--- src/sv/pbsv_pkg.sv ---
// Package for the polyBLEP saw voice: shared widths, constants, state codes
// and the structs passed between the sequencer, the multiplier and the divider.
// No dependencies.
package pbsv_pkg;

  // Fixed stream and configuration widths.
  localparam int IN_W      = 24;
  localparam int CFG_W     = 31;
  localparam int CFG_IDX_W = 1;

  // Configuration register indexes.
  localparam logic [CFG_IDX_W-1:0] CFG_PHASE_STEP = 1'b0;
  localparam logic [CFG_IDX_W-1:0] CFG_LEVEL      = 1'b1;

  // Register reset values and limits.
  localparam logic [CFG_W-1:0] STEP_RESET  = 31'd39370534;
  localparam logic [15:0]      LEVEL_MIN   = 16'd1638;
  localparam logic [15:0]      LEVEL_MAX   = 16'd32768;
  localparam logic [15:0]      LEVEL_RESET = 16'd22938;

  // Shared multiplier operand widths.
  localparam int MUL_A_W = 21;
  localparam int MUL_B_W = 18;
  localparam int MUL_P_W = MUL_A_W + MUL_B_W;

  // 0.4 in Q0.16.
  localparam logic signed [MUL_B_W-1:0] GAIN_Q16 = 18'sd26214;

  // Quotient bits of the correction ratio (Q0.16).
  localparam int Q_W = 16;

  typedef enum logic [3:0] {
    ST_IDLE,
    ST_CHECK,
    ST_DIV,
    ST_SQ,
    ST_BLEP,
    ST_FILT,
    ST_M1,
    ST_M2,
    ST_M3,
    ST_SAT,
    ST_DONE
  } state_t;

  typedef struct packed {
    logic signed [MUL_A_W-1:0] a;
    logic signed [MUL_B_W-1:0] b;
    logic                      sh16;
  } mul_req_t;

  typedef struct packed {
    logic busy;
    logic done;
  } div_stat_t;

endpackage

--- src/sv/pbsv_mul.sv ---
// Shared signed multiplier with a floor shift by 15 or 16 and a registered result.
// Depends on pbsv_pkg.
module pbsv_mul (
  input  logic                                   clk,
  input  pbsv_pkg::mul_req_t                     req,
  output logic signed [pbsv_pkg::MUL_A_W-1:0]    p
);
  import pbsv_pkg::*;

  logic signed [MUL_P_W-1:0] prod;
  logic signed [MUL_P_W-1:0] shifted;

  assign prod    = req.a * req.b;
  assign shifted = req.sh16 ? (prod >>> 16) : (prod >>> 15);

  always_ff @(posedge clk) begin
    p <= shifted[MUL_A_W-1:0];
  end

endmodule

--- src/sv/pbsv_div.sv ---
// Restoring divider, one quotient bit per cycle, for num < den giving
// floor(num * 2^16 / den). Depends on pbsv_pkg.
module pbsv_div #(
  parameter int W = 32
) (
  input  logic                        clk,
  input  logic                        rst,
  input  logic                        start,
  input  logic [W-1:0]                num,
  input  logic [W-1:0]                den,
  output pbsv_pkg::div_stat_t         stat,
  output logic [pbsv_pkg::Q_W-1:0]    quo
);
  import pbsv_pkg::*;

  localparam int CNT_W = $clog2(Q_W);

  logic [W-1:0]     rem;
  logic [W-1:0]     dvs;
  logic [W:0]       rem2;
  logic [W:0]       trial;
  logic             fits;
  logic [CNT_W-1:0] cnt;

  assign rem2  = {rem, 1'b0};
  assign trial = rem2 - {1'b0, dvs};
  assign fits  = !trial[W];

  always_ff @(posedge clk) begin
    if (rst) begin
      stat.busy <= 1'b0;
      stat.done <= 1'b0;
    end else begin
      stat.done <= 1'b0;
      if (start) begin
        rem       <= num;
        dvs       <= den;
        cnt       <= '0;
        stat.busy <= 1'b1;
      end else if (stat.busy) begin
        rem <= fits ? trial[W-1:0] : rem2[W-1:0];
        quo <= {quo[Q_W-2:0], fits};
        cnt <= cnt + 1'b1;
        if (cnt == CNT_W'(Q_W - 1)) begin
          stat.busy <= 1'b0;
          stat.done <= 1'b1;
        end
      end
    end
  end

endmodule

--- src/sv/polyblep_saw_voice_top.sv ---
// Top level of one polyBLEP sawtooth voice with a one-pole lowpass and gain.
// Depends on pbsv_pkg, pbsv_div and pbsv_mul.
//
// Each input beat is one sample tick and yields exactly one output beat. The
// block takes one tick at a time and drops s_tready while it works. An
// inactive tick goes from accept through the check step straight to the
// output step. An active tick away from the wrap goes through the check, the
// filter update, three passes through the shared multiplier and saturation.
// An active tick within one phase step of the wrap first finds the
// correction ratio with a restoring divider that produces one of its 16
// quotient bits per cycle, followed by a square on the multiplier.
// The finished sample sits in an output register, so a stalled m_tready only
// delays the return to idle once a second result is ready. Configuration
// (phase step at index 0, level at index 1) is written through cfg_en,
// cfg_index and cfg_data; the level is clamped to 0.05 .. 1.0 on write and
// the phase step is cut to the phase width if narrower. A restart flag clears
// the phase and the filter before the tick, even when that tick is inactive.
module polyblep_saw_voice_top #(
  parameter int PHASE_BITS  = 32,
  parameter int SAMPLE_BITS = 16
) (
  input  logic                                 clk,
  input  logic                                 rst,
  input  logic                                 cfg_en,
  input  logic [pbsv_pkg::CFG_IDX_W-1:0]       cfg_index,
  input  logic [pbsv_pkg::CFG_W-1:0]           cfg_data,
  input  logic                                 s_tvalid,
  output logic                                 s_tready,
  // s_tdata fields from bit 0: restart (1), active (1), envelope (17), zero pad.
  input  logic [pbsv_pkg::IN_W-1:0]            s_tdata,
  output logic                                 m_tvalid,
  input  logic                                 m_tready,
  // m_tdata fields from bit 0: sample (SAMPLE_BITS, signed), zero pad.
  output logic [((SAMPLE_BITS+7)/8)*8-1:0]     m_tdata
);
  import pbsv_pkg::*;

  localparam int OUT_W  = ((SAMPLE_BITS + 7) / 8) * 8;
  localparam int STEP_W = (PHASE_BITS < CFG_W) ? PHASE_BITS : CFG_W;
  localparam int RSH    = (SAMPLE_BITS <= 17) ? 17 - SAMPLE_BITS : 0;
  localparam int LSH    = (SAMPLE_BITS > 17) ? SAMPLE_BITS - 17 : 0;
  localparam int SCL_W  = MUL_A_W + LSH;
  localparam logic signed [SCL_W-1:0] SAT_HI =
    SCL_W'((64'sd1 <<< (SAMPLE_BITS - 1)) - 64'sd1);
  localparam logic signed [SCL_W-1:0] SAT_LO = ~SAT_HI;

  // Configuration registers.
  logic [STEP_W-1:0] phase_step;
  logic [15:0]       level;
  logic [15:0]       lvl_in;
  logic [15:0]       lvl_clamp;

  // Voice state and per-tick registers.
  state_t                    state;
  state_t                    state_next;
  logic [PHASE_BITS-1:0]     phase;
  logic signed [19:0]        filter;
  logic                      act;
  logic [16:0]               env;
  logic                      late;
  logic signed [18:0]        blep;
  logic signed [SAMPLE_BITS-1:0] res;

  // Datapath helpers.
  logic [PHASE_BITS-1:0]     step_ext;
  logic [PHASE_BITS-1:0]     neg_phase;
  logic                      early;
  logic                      lateh;
  logic signed [18:0]        two_x;
  logic signed [18:0]        sq19;
  logic signed [18:0]        blep_calc;
  logic [15:0]               hi16;
  logic signed [19:0]        saw;
  logic signed [20:0]        diff;
  logic signed [19:0]        filter_next;
  logic signed [SCL_W-1:0]   scl;
  logic signed [SAMPLE_BITS-1:0] res_sat;

  // Shared units.
  logic                      div_start;
  div_stat_t                 div_stat;
  logic [Q_W-1:0]            quo;
  mul_req_t                  mul_req;
  logic signed [MUL_A_W-1:0] mul_p;

  pbsv_div #(.W(PHASE_BITS)) u_div (
    .clk   (clk),
    .rst   (rst),
    .start (div_start),
    .num   (early ? phase : neg_phase),
    .den   (step_ext),
    .stat  (div_stat),
    .quo   (quo)
  );

  pbsv_mul u_mul (
    .clk (clk),
    .req (mul_req),
    .p   (mul_p)
  );

  // Level is clamped to 0.05 .. 1.0 on the way in.
  assign lvl_in    = cfg_data[15:0];
  assign lvl_clamp = (lvl_in < LEVEL_MIN) ? LEVEL_MIN :
                     (lvl_in > LEVEL_MAX) ? LEVEL_MAX : lvl_in;

  always_ff @(posedge clk) begin
    if (rst) begin
      phase_step <= STEP_RESET[STEP_W-1:0];
      level      <= LEVEL_RESET;
    end else if (cfg_en) begin
      if (cfg_index == CFG_PHASE_STEP) begin
        phase_step <= cfg_data[STEP_W-1:0];
      end
      if (cfg_index == CFG_LEVEL) begin
        level <= lvl_clamp;
      end
    end
  end

  // Correction regions: just after the wrap (t < dt) wins over just before it.
  assign step_ext  = PHASE_BITS'(phase_step);
  assign neg_phase = -phase;
  assign early     = (|phase_step) && (phase < step_ext);
  assign lateh     = (|phase_step) && !early && (neg_phase < step_ext);

  // polyBLEP term from the ratio x and its square (already shifted by 16).
  assign two_x     = $signed({2'b00, quo, 1'b0});
  assign sq19      = mul_p[18:0];
  assign blep_calc = late ? (sq19 - two_x + 19'sd65536)
                          : (two_x - sq19 - 19'sd65536);

  // Naive saw 2*phase - 1 in Q16, less the correction, then the lowpass.
  assign hi16        = phase[PHASE_BITS-1 -: 16];
  assign saw         = $signed({3'b000, hi16, 1'b0}) - 20'sd65536 - 20'(blep);
  assign diff        = 21'(saw) - 21'(filter);
  assign filter_next = filter + 20'(diff >>> 2);

  // Final scaling to the sample width and saturation.
  assign scl     = (SCL_W'(mul_p) >>> RSH) <<< LSH;
  assign res_sat = (scl > SAT_HI) ? SAT_HI[SAMPLE_BITS-1:0] :
                   (scl < SAT_LO) ? SAT_LO[SAMPLE_BITS-1:0] :
                   scl[SAMPLE_BITS-1:0];

  // Sequencer state register.
  always_ff @(posedge clk) begin
    if (rst) begin
      state <= ST_IDLE;
    end else begin
      state <= state_next;
    end
  end

  // Next state, handshake and requests to the shared units.
  always_comb begin
    state_next = state;
    s_tready   = 1'b0;
    div_start  = 1'b0;
    mul_req    = '0;
    case (state)
      ST_IDLE: begin
        s_tready = 1'b1;
        if (s_tvalid) begin
          state_next = ST_CHECK;
        end
      end
      ST_CHECK: begin
        if (!act) begin
          state_next = ST_DONE;
        end else if (early || lateh) begin
          div_start  = 1'b1;
          state_next = ST_DIV;
        end else begin
          state_next = ST_FILT;
        end
      end
      ST_DIV: begin
        if (div_stat.done && !div_stat.busy) begin
          state_next = ST_SQ;
        end
      end
      ST_SQ: begin
        mul_req.a    = $signed({5'b00000, quo});
        mul_req.b    = $signed({2'b00, quo});
        mul_req.sh16 = 1'b1;
        state_next   = ST_BLEP;
      end
      ST_BLEP: begin
        state_next = ST_FILT;
      end
      ST_FILT: begin
        state_next = ST_M1;
      end
      ST_M1: begin
        mul_req.a    = MUL_A_W'(filter);
        mul_req.b    = $signed({1'b0, env});
        mul_req.sh16 = 1'b1;
        state_next   = ST_M2;
      end
      ST_M2: begin
        mul_req.a    = mul_p;
        mul_req.b    = $signed({2'b00, level});
        mul_req.sh16 = 1'b0;
        state_next   = ST_M3;
      end
      ST_M3: begin
        mul_req.a    = mul_p;
        mul_req.b    = GAIN_Q16;
        mul_req.sh16 = 1'b1;
        state_next   = ST_SAT;
      end
      ST_SAT: begin
        state_next = ST_DONE;
      end
      ST_DONE: begin
        if (!m_tvalid || m_tready) begin
          state_next = ST_IDLE;
        end
      end
      default: begin
        state_next = ST_IDLE;
      end
    endcase
  end

  // Voice state: phase and filter are cleared by reset and by restart.
  always_ff @(posedge clk) begin
    if (rst) begin
      phase  <= '0;
      filter <= '0;
    end else begin
      if (state == ST_IDLE && s_tvalid && s_tdata[0]) begin
        phase  <= '0;
        filter <= '0;
      end
      if (state == ST_FILT) begin
        filter <= filter_next;
        phase  <= phase + step_ext;
      end
    end
  end

  // Per-tick payload registers.
  always_ff @(posedge clk) begin
    case (state)
      ST_IDLE: begin
        act <= s_tdata[1];
        env <= s_tdata[18:2];
      end
      ST_CHECK: begin
        late <= lateh;
        blep <= '0;
        res  <= '0;
      end
      ST_BLEP: begin
        blep <= blep_calc;
      end
      ST_SAT: begin
        res <= res_sat;
      end
      default: begin
      end
    endcase
  end

  // Output register: one beat per tick, held while the sink stalls.
  always_ff @(posedge clk) begin
    if (rst) begin
      m_tvalid <= 1'b0;
    end else begin
      if (state == ST_DONE && (!m_tvalid || m_tready)) begin
        m_tvalid <= 1'b1;
        m_tdata  <= OUT_W'($unsigned(res));
      end else if (m_tvalid && m_tready) begin
        m_tvalid <= 1'b0;
      end
    end
  end

endmodule

--- config.mk ---
export PLATFORM = sky130hd
export DESIGN_NAME = polyblep_saw_voice_top
export DESIGN_NICKNAME = d
export VERILOG_FILES = /design/src/sv/pbsv_pkg.sv /design/src/sv/pbsv_mul.sv /design/src/sv/pbsv_div.sv /design/src/sv/polyblep_saw_voice_top.sv
export SDC_FILE = /design/constraint.sdc
export NUM_CORES = 2
export LEC_CHECK = 0
export BUFFER_PORTS_ARGS = -buffer_cell sky130_fd_sc_hd__clkbuf_2
export CAP_MARGIN = 20
export CELL_PAD_IN_SITES_DETAIL_PLACEMENT = 0
export CELL_PAD_IN_SITES_GLOBAL_PLACEMENT = 1
export CORE_MARGIN = 2
export CORE_UTILIZATION = 46
export CTS_CLUSTER_DIAMETER = 80
export DETAILED_ROUTE_END_ITERATION = 7
export PLACE_DENSITY_LB_ADDON = 0.1
export SLEW_MARGIN = 20
export SYNTH_ARGS = -nofsm -noshare
export SYNTH_HDL_FRONTEND = slang
export SYNTH_SLANG_ARGS = --single-unit
--- constraint.sdc ---
create_clock -name clk -period 8.5 [get_ports clk]
set_input_delay 1.275 -clock clk [delete_from_list [all_inputs] [get_ports clk]]
set_output_delay 1.275 -clock clk [all_outputs]
set_load 0.01 [all_outputs]
## Yosys cells after proc, flatten, opt, wreduce, memory -nomap -nowiden

Cells that the tools add are included.

| storage, ports and cells | value |
|---|---|
| input bits | 61 |
| bits in read-only memories | 0 |
| flip-flop bits (word level) | 280 |
| bits in writable memories | 0 |
| bits in latches | 0 |
| memories | 0 |
| output and inout bits | 18 |

| operators by class | value |
|---|---|
| $add $sub $neg | 12 |
| $mul | 1 |
| shifts and indexed selects | 0 |
| equal/unequal tests | 14 |
| div/mod/pow operators | 0 |
| reduce and logical (&&, ||, !) cells | 29 |
| magnitude comparators | 6 |
| multiplexer cells | 33 |
| bitwise operators | 4 |

Operators with widths:

| operator | number |
|---|---|
| 2-to-1 mux 32 bit | 6 |
| case mux 40 bit (4 select lines) | 1 |
| < comparator 32 x 31 -> 1 bit | 2 |
| 2-to-1 mux 16 bit | 4 |
| case mux 4 bit (11 select lines) | 1 |
| 2-to-1 mux 20 bit | 2 |
| case mux 19 bit (2 select lines) | 1 |
| multiplier 21 x 18 -> 37 bit | 1 |
| subtractor 33 x 31 -> 33 bit | 1 |
| adder 32 x 31 -> 32 bit | 1 |
| negator 32 bit | 1 |
| case mux 16 bit (2 select lines) | 1 |
| OR reduction 31 bit | 1 |
| 2-to-1 mux 21 bit | 1 |
| subtractor 20 x 20 -> 21 bit | 1 |
| adder 20 x 19 -> 20 bit | 1 |
| greater-than comparator 20 x 16 -> 1 bit (second input constant) | 1 |
| < comparator 20 x 16 -> 1 bit (second input constant) | 1 |
| 2-to-1 mux 4 bit | 5 |
| subtractor 18 x 19 -> 20 bit | 1 |
| adder 19 x 18 -> 19 bit (second input constant) | 1 |
| 2-to-1 mux 19 bit | 1 |
| subtractor 18 x 19 -> 19 bit | 1 |
| subtractor 19 x 18 -> 19 bit | 1 |
| 22 further kinds | 61 |

## Longest topological paths before layout

| depth | value |
|---|---|
| depth after elaboration | 11 |
| depth in mapped cells | 33 |
| mapped depth without buffers | 31 |

## By module

Synthesis repeated with hierarchy kept, for this count alone.

| second synthesis, totals | value |
|---|---|
| cell total of the unflattened synthesis | 3849 |
| area, all modules | 34300.4 um^2 |

By module, submodules not included:

| module | cells each | times used | area each (um^2) |
|---|---|---|---|
| polyblep_saw_voice_top | 1758 | 1 | 14843.0 |
| pbsv_mul | 1561 | 1 | 14047.2 |
| pbsv_div | 530 | 1 | 5410.2 |

## Worst setup path after synthesis

OpenSTA, ideal clock, no wires.

| timing path | value |
|---|---|
| kind | register to register |
| start point | register state[3] |
| end point | register u_mul.p[20] (netlist bit) |
| setup slack | 0.202 ns |
| stages on the path, launching flop included | 30 |
| buffers on the path | 4 |
| clock period less this slack | 8.298 ns |
| arrival time | 8.220 ns |
| path through | dfxtp_1 -> clkbuf_1 -> nor3_1 -> clkbuf_1 -> buf_1 -> buf_1 -> a221o_1 -> nand2_1 -> fa_1 -> inv_1 -> fa_1 -> fa_1 -> fa_1 -> fa_1 -> inv_1 -> fa_1 -> inv_1 -> ha_1 -> or4_1 -> a21oi_1 -> nand3_1 -> nor3_1 -> o21ai_0 -> a21o_1 -> a221oi_1 -> o21ai_0 -> a21o_1 -> a21o_1 -> and3_1 -> nor3_1 |

| on the way | value |
|---|---|
| word-level cells in the longest chain between the ends | 4 |
| elaborated cells between the ends (all ways) | 7 |
| classes of those cells | mul: 1; eq/ne: 4; mux: 2 |

Ends and longest elaborated chain:

| what | RTL line | source |
|---|---|---|
| start: declaration | polyblep_saw_voice_top.sv:54 | `state_t state;` |
| start signal: assignment | polyblep_saw_voice_top.sv:150 | `state <= state_next;` |
| == test 4 bit (tied with other cells) | polyblep_saw_voice_top.sv:160 | `case (state)` |
| case mux 40 bit (4 select lines) * | polyblep_saw_voice_top.sv:160 |  |
| multiplier 21 x 18 -> 37 bit | pbsv_mul.sv:13 | `assign prod = req.a * req.b;` |
| 2-to-1 mux 21 bit * | pbsv_mul.sv:14 | `assign shifted = req.sh16 ? (prod >>> 16) : (prod >>> 15);` |
| via u_mul.shifted[20] | pbsv_mul.sv:11 | `logic signed [MUL_P_W-1:0] shifted;` |
| end signal: assignment | pbsv_mul.sv:17 | `p <= shifted[MUL_A_W-1:0];` |
| end: declaration | pbsv_mul.sv:6 | `output logic signed [pbsv_pkg::MUL_A_W-1:0] p` |

Mark *: on every way through the listed nets, which the timed path passes. The rest lies on a longest branch.
A chain may end at the register's enable or synchronous reset.

## Worst setup path in the final report

| timing path | value |
|---|---|
| start point | register state[0] |
| end point | register u_mul.p[20] (netlist bit) |

The elaborated chain is that of the path after synthesis.

==> results.txt <==
met1 usage - 34.6%
First-pass DRT Iterations - 5
VDD IR max - 0.167 mV
ys async rst share - 0%
WS Path Type - register to register
Synth Area in XOR/XNOR - 5.27%
Worst-Skew Late Latency - 570 ps
Slew Limit Fails - 0
Pleak - 16.9 nW
Core Util, Final - 51.7%
via count - 26227
# H-tree levels - 2
slowest cell on the critical path - fa_1
Syn. warnings - 0
WP data required - 8990 ps
GRT Util Overall - 27.1%
IO buf count - 73
Syn Std Cell Area - 0.0326 mm²
nets - 4596
Vias per Instance - 5.44
first-pass GRT wire length - 154000 µm
Synth Register Bits - 280
Tmin final - 8100 ps
die area - 0.0730 mm²
most frequent CP cell - fa_1
critical path arrival - 8590 ps
P&R area growth vs syn - 11.2%
syn_area_per_cell - 8.76 µm²
worst-path maximum fanout - 15
CP endpoint kind - register
Post-Route Setup TNS - 0 ps
largest family of logic cells by synthesized area - adder cells
grt peak-use layer - met2
Chip Width - 270 µm
ANT cells - 0
sequential fraction of the synthesis area - 21.9%
Rel. slew slack - 25.5%
crit start category - register
maximum number of pins on one net before global-route repair - 68
clock sinks - 280
outcome - finished, final reports clean
wire per inst - 20.5 µm
post-synthesis compound-gate area fraction - 12.5%
Hold Fails Final Rpt - 0
share of cells above drive strength 1 - 9.26%
hold buffer count at cts - 0
adder-cell share of the synthesized area - 34.7%
ys flop type - edfxtp_1
total CTS buffers - 36
Placer Congestion - 0.936
Worst R2R Setup Slack - 400 ps
library cells used by synthesis - 87
DRC viols - 0
core area - 0.0701 mm²
fill cell count - 6777
Power per Cell Area - 201 mW/mm²
mux cell area share after synthesis - 0.990%
GR Overflow Total - 0
Synth Area in Simple Gates - 15.7%
number of flops mapped to enable cells by yosys - 153
post-synth net total - 4470
post-route ant nets - 0
met3 Usage GRT - 2.39%
Largest stage delay, worst path - 560 ps
worst min path class - register to register
Final Cycle Share - 95.2%
vias in the first global route - 26912
HPWL after DPL - 81000 µm
I/O pins - 79
row count - 97
initial antenna violation count - 2
Worst Skew - 28.5 ps
Design Power - 7.29 mW
Clock Tree Root - clkbuf_16
Iter 0 DRT Violations - 1546
Die H - 270 µm
Clock transition at path regs - 60 ps
Clock Path Buffers - 3
Max Clk Rate - 124 MHz
CTS tree - yes
met2 usage - 48.1%
final setup vio count - 0
Starting Density - 46.5%
worst slew pin tran - 1110 ps
WL final - 98800 µm
Syn Inst Count - 3724
total of max-cap violations - 0
[worst max-delay path: cells and delay by family (launching register included)]
kind / cells / cell delay, ps
AO/OA/AOI/OAI: 9 / 1710
adder cells (fa/ha/maj): 7 / 3350
buffers and inverters: 9 / 1150
flip-flops: 1 / 330
AND/OR/NAND/NOR: 7 / 1470
[final timing paths]
| path | startpoint | endpoint | cells past startpoint |
|---|---|---|---|
| hold reg to reg | res[10] | m_tdata[10] | 0 |
| hold / removal | res[10] | m_tdata[10] | 0 |
| setup / recovery | state[0] | u_mul.p[20] | 32 |
| setup reg to reg | state[0] | u_mul.p[20] | 32 |
[flip-flops by register name (all words and copies together) (netlist names), 17 cells and up]
signal      flops
u_div.dvs      31
env            17
u_div.rem      32
phase          32
filter         20
phase_step     31
blep           19
u_mul.p        21
[repair_timing]
item                       4_1_cts  5_1_grt
buffers inserted                 0       16
resized for setup                2       31
pin swaps                        0        8
setup endpoints to repair        2       10
hold endpoints to repair         0        0
[logic make-up (layout without fill, tap and decap cells)]
| group | after synthesis | after routing |
|---|---|---|
| simple gates | 1144 | 1144 |
| fa+ha+maj | 685 | 685 |
| xor+xnor | 196 | 196 |
| buf+inv | 769 | 923 |
| compound gates | 618 | 618 |
| flops | 280 | 280 |
| mux | 32 | 32 |
[metrics by stage]
stage                     instances  setup slack, ps  cell area [µm²]  hold slack (ps)
final                          4818              405            36300              422
after floorplan                3724              202            32600              400
after global routing           4818            -21.0            36300              431
after CTS                      4802             7.64            36000              426
after global placement         4735             -115            34700              406
after detailed placement       4736            -20.3            34700              406
[cells in the mapped netlist (18+ instances only)]
| cell type | number | area share, % |
|---|---|---|
| a22oi_1 | 23 | 0.53 |
| and3_1 | 26 | 0.50 |
| ha_1 | 320 | 12 |
| nand4_1 | 24 | 0.46 |
| nor2_1 | 387 | 4.5 |
| clkbuf_1 | 126 | 1.5 |
| o21ai_0 | 88 | 1.4 |
| nor2b_1 | 29 | 0.56 |
| a211oi_1 | 19 | 0.44 |
| a21oi_1 | 209 | 3.2 |
| nand3_1 | 69 | 1.1 |
| nand2b_1 | 37 | 0.71 |
| xnor2_1 | 135 | 3.6 |
| xor2_1 | 61 | 1.6 |
| a31oi_1 | 26 | 0.50 |
| dfxtp_1 | 127 | 7.8 |
| edfxtp_1 | 153 | 14 |
| nor3_1 | 56 | 0.86 |
| mux2i_1 | 30 | 0.92 |
| fa_1 | 365 | 22 |
| nor4_1 | 19 | 0.36 |
| o211ai_1 | 26 | 0.60 |
| and2_1 | 20 | 0.38 |
| a221o_1 | 18 | 0.55 |
| inv_1 | 627 | 7.2 |
| nand2_1 | 406 | 4.7 |
| o21bai_1 | 19 | 0.44 |
| o21a_1 | 31 | 0.71 |
| a21o_1 | 47 | 1.1 |
[routing by layer]
metal | routed length [µm] | part of all wire, %
met1 | 41900 | 42
met2 | 49100 | 50
met3 | 3980 | 4.0
met4 | 3740 | 3.8
met5 | 0 | 0
[where the power goes]
| group | total (mW) | internal (mW) | switching, mW |
|---|---|---|---|
| logic | 3.63 | 1.44 | 2.19 |
| registers | 2.03 | 1.78 | 0.244 |
| clock network | 1.63 | 0.970 | 0.660 |
[placed cells by master, fill, tap and decap left out, drive strengths merged, types with 21 or more instances in the layout]
cell type	Yosys	final
inv	627	632
nand2	407	407
nor2	388	388
fa	365	365
ha	320	320
a21oi	209	209
buf	14	156
edfxtp	153	153
xnor2	135	135
dfxtp	127	127
clkbuf	126	118
o21ai	90	90
nand3	69	69
xor2	61	61
nor3	56	56
a21o	47	47
nand2b	37	37
o21a	31	31
mux2i	30	30
nor2b	29	29
o211ai	26	26
a31oi	26	26
and3	26	26
nand4	24	24
a22oi	23	23
and2	22	22
nor4	21	21
[final cells by class]
class                           instances  area, µm²  area share, %
Clock buffer                           46       1000           2.76
Clock inverter                         20        258          0.711
Inverter                              629       2360           6.51
Multi-Input combinational cell       2675      22700           62.7
Sequential cell                       280       7140           19.7
Tap cell                              940       1180           3.24
Timing Repair Buffer                  228       1570           4.34
(Power assumes the default switching activity.)
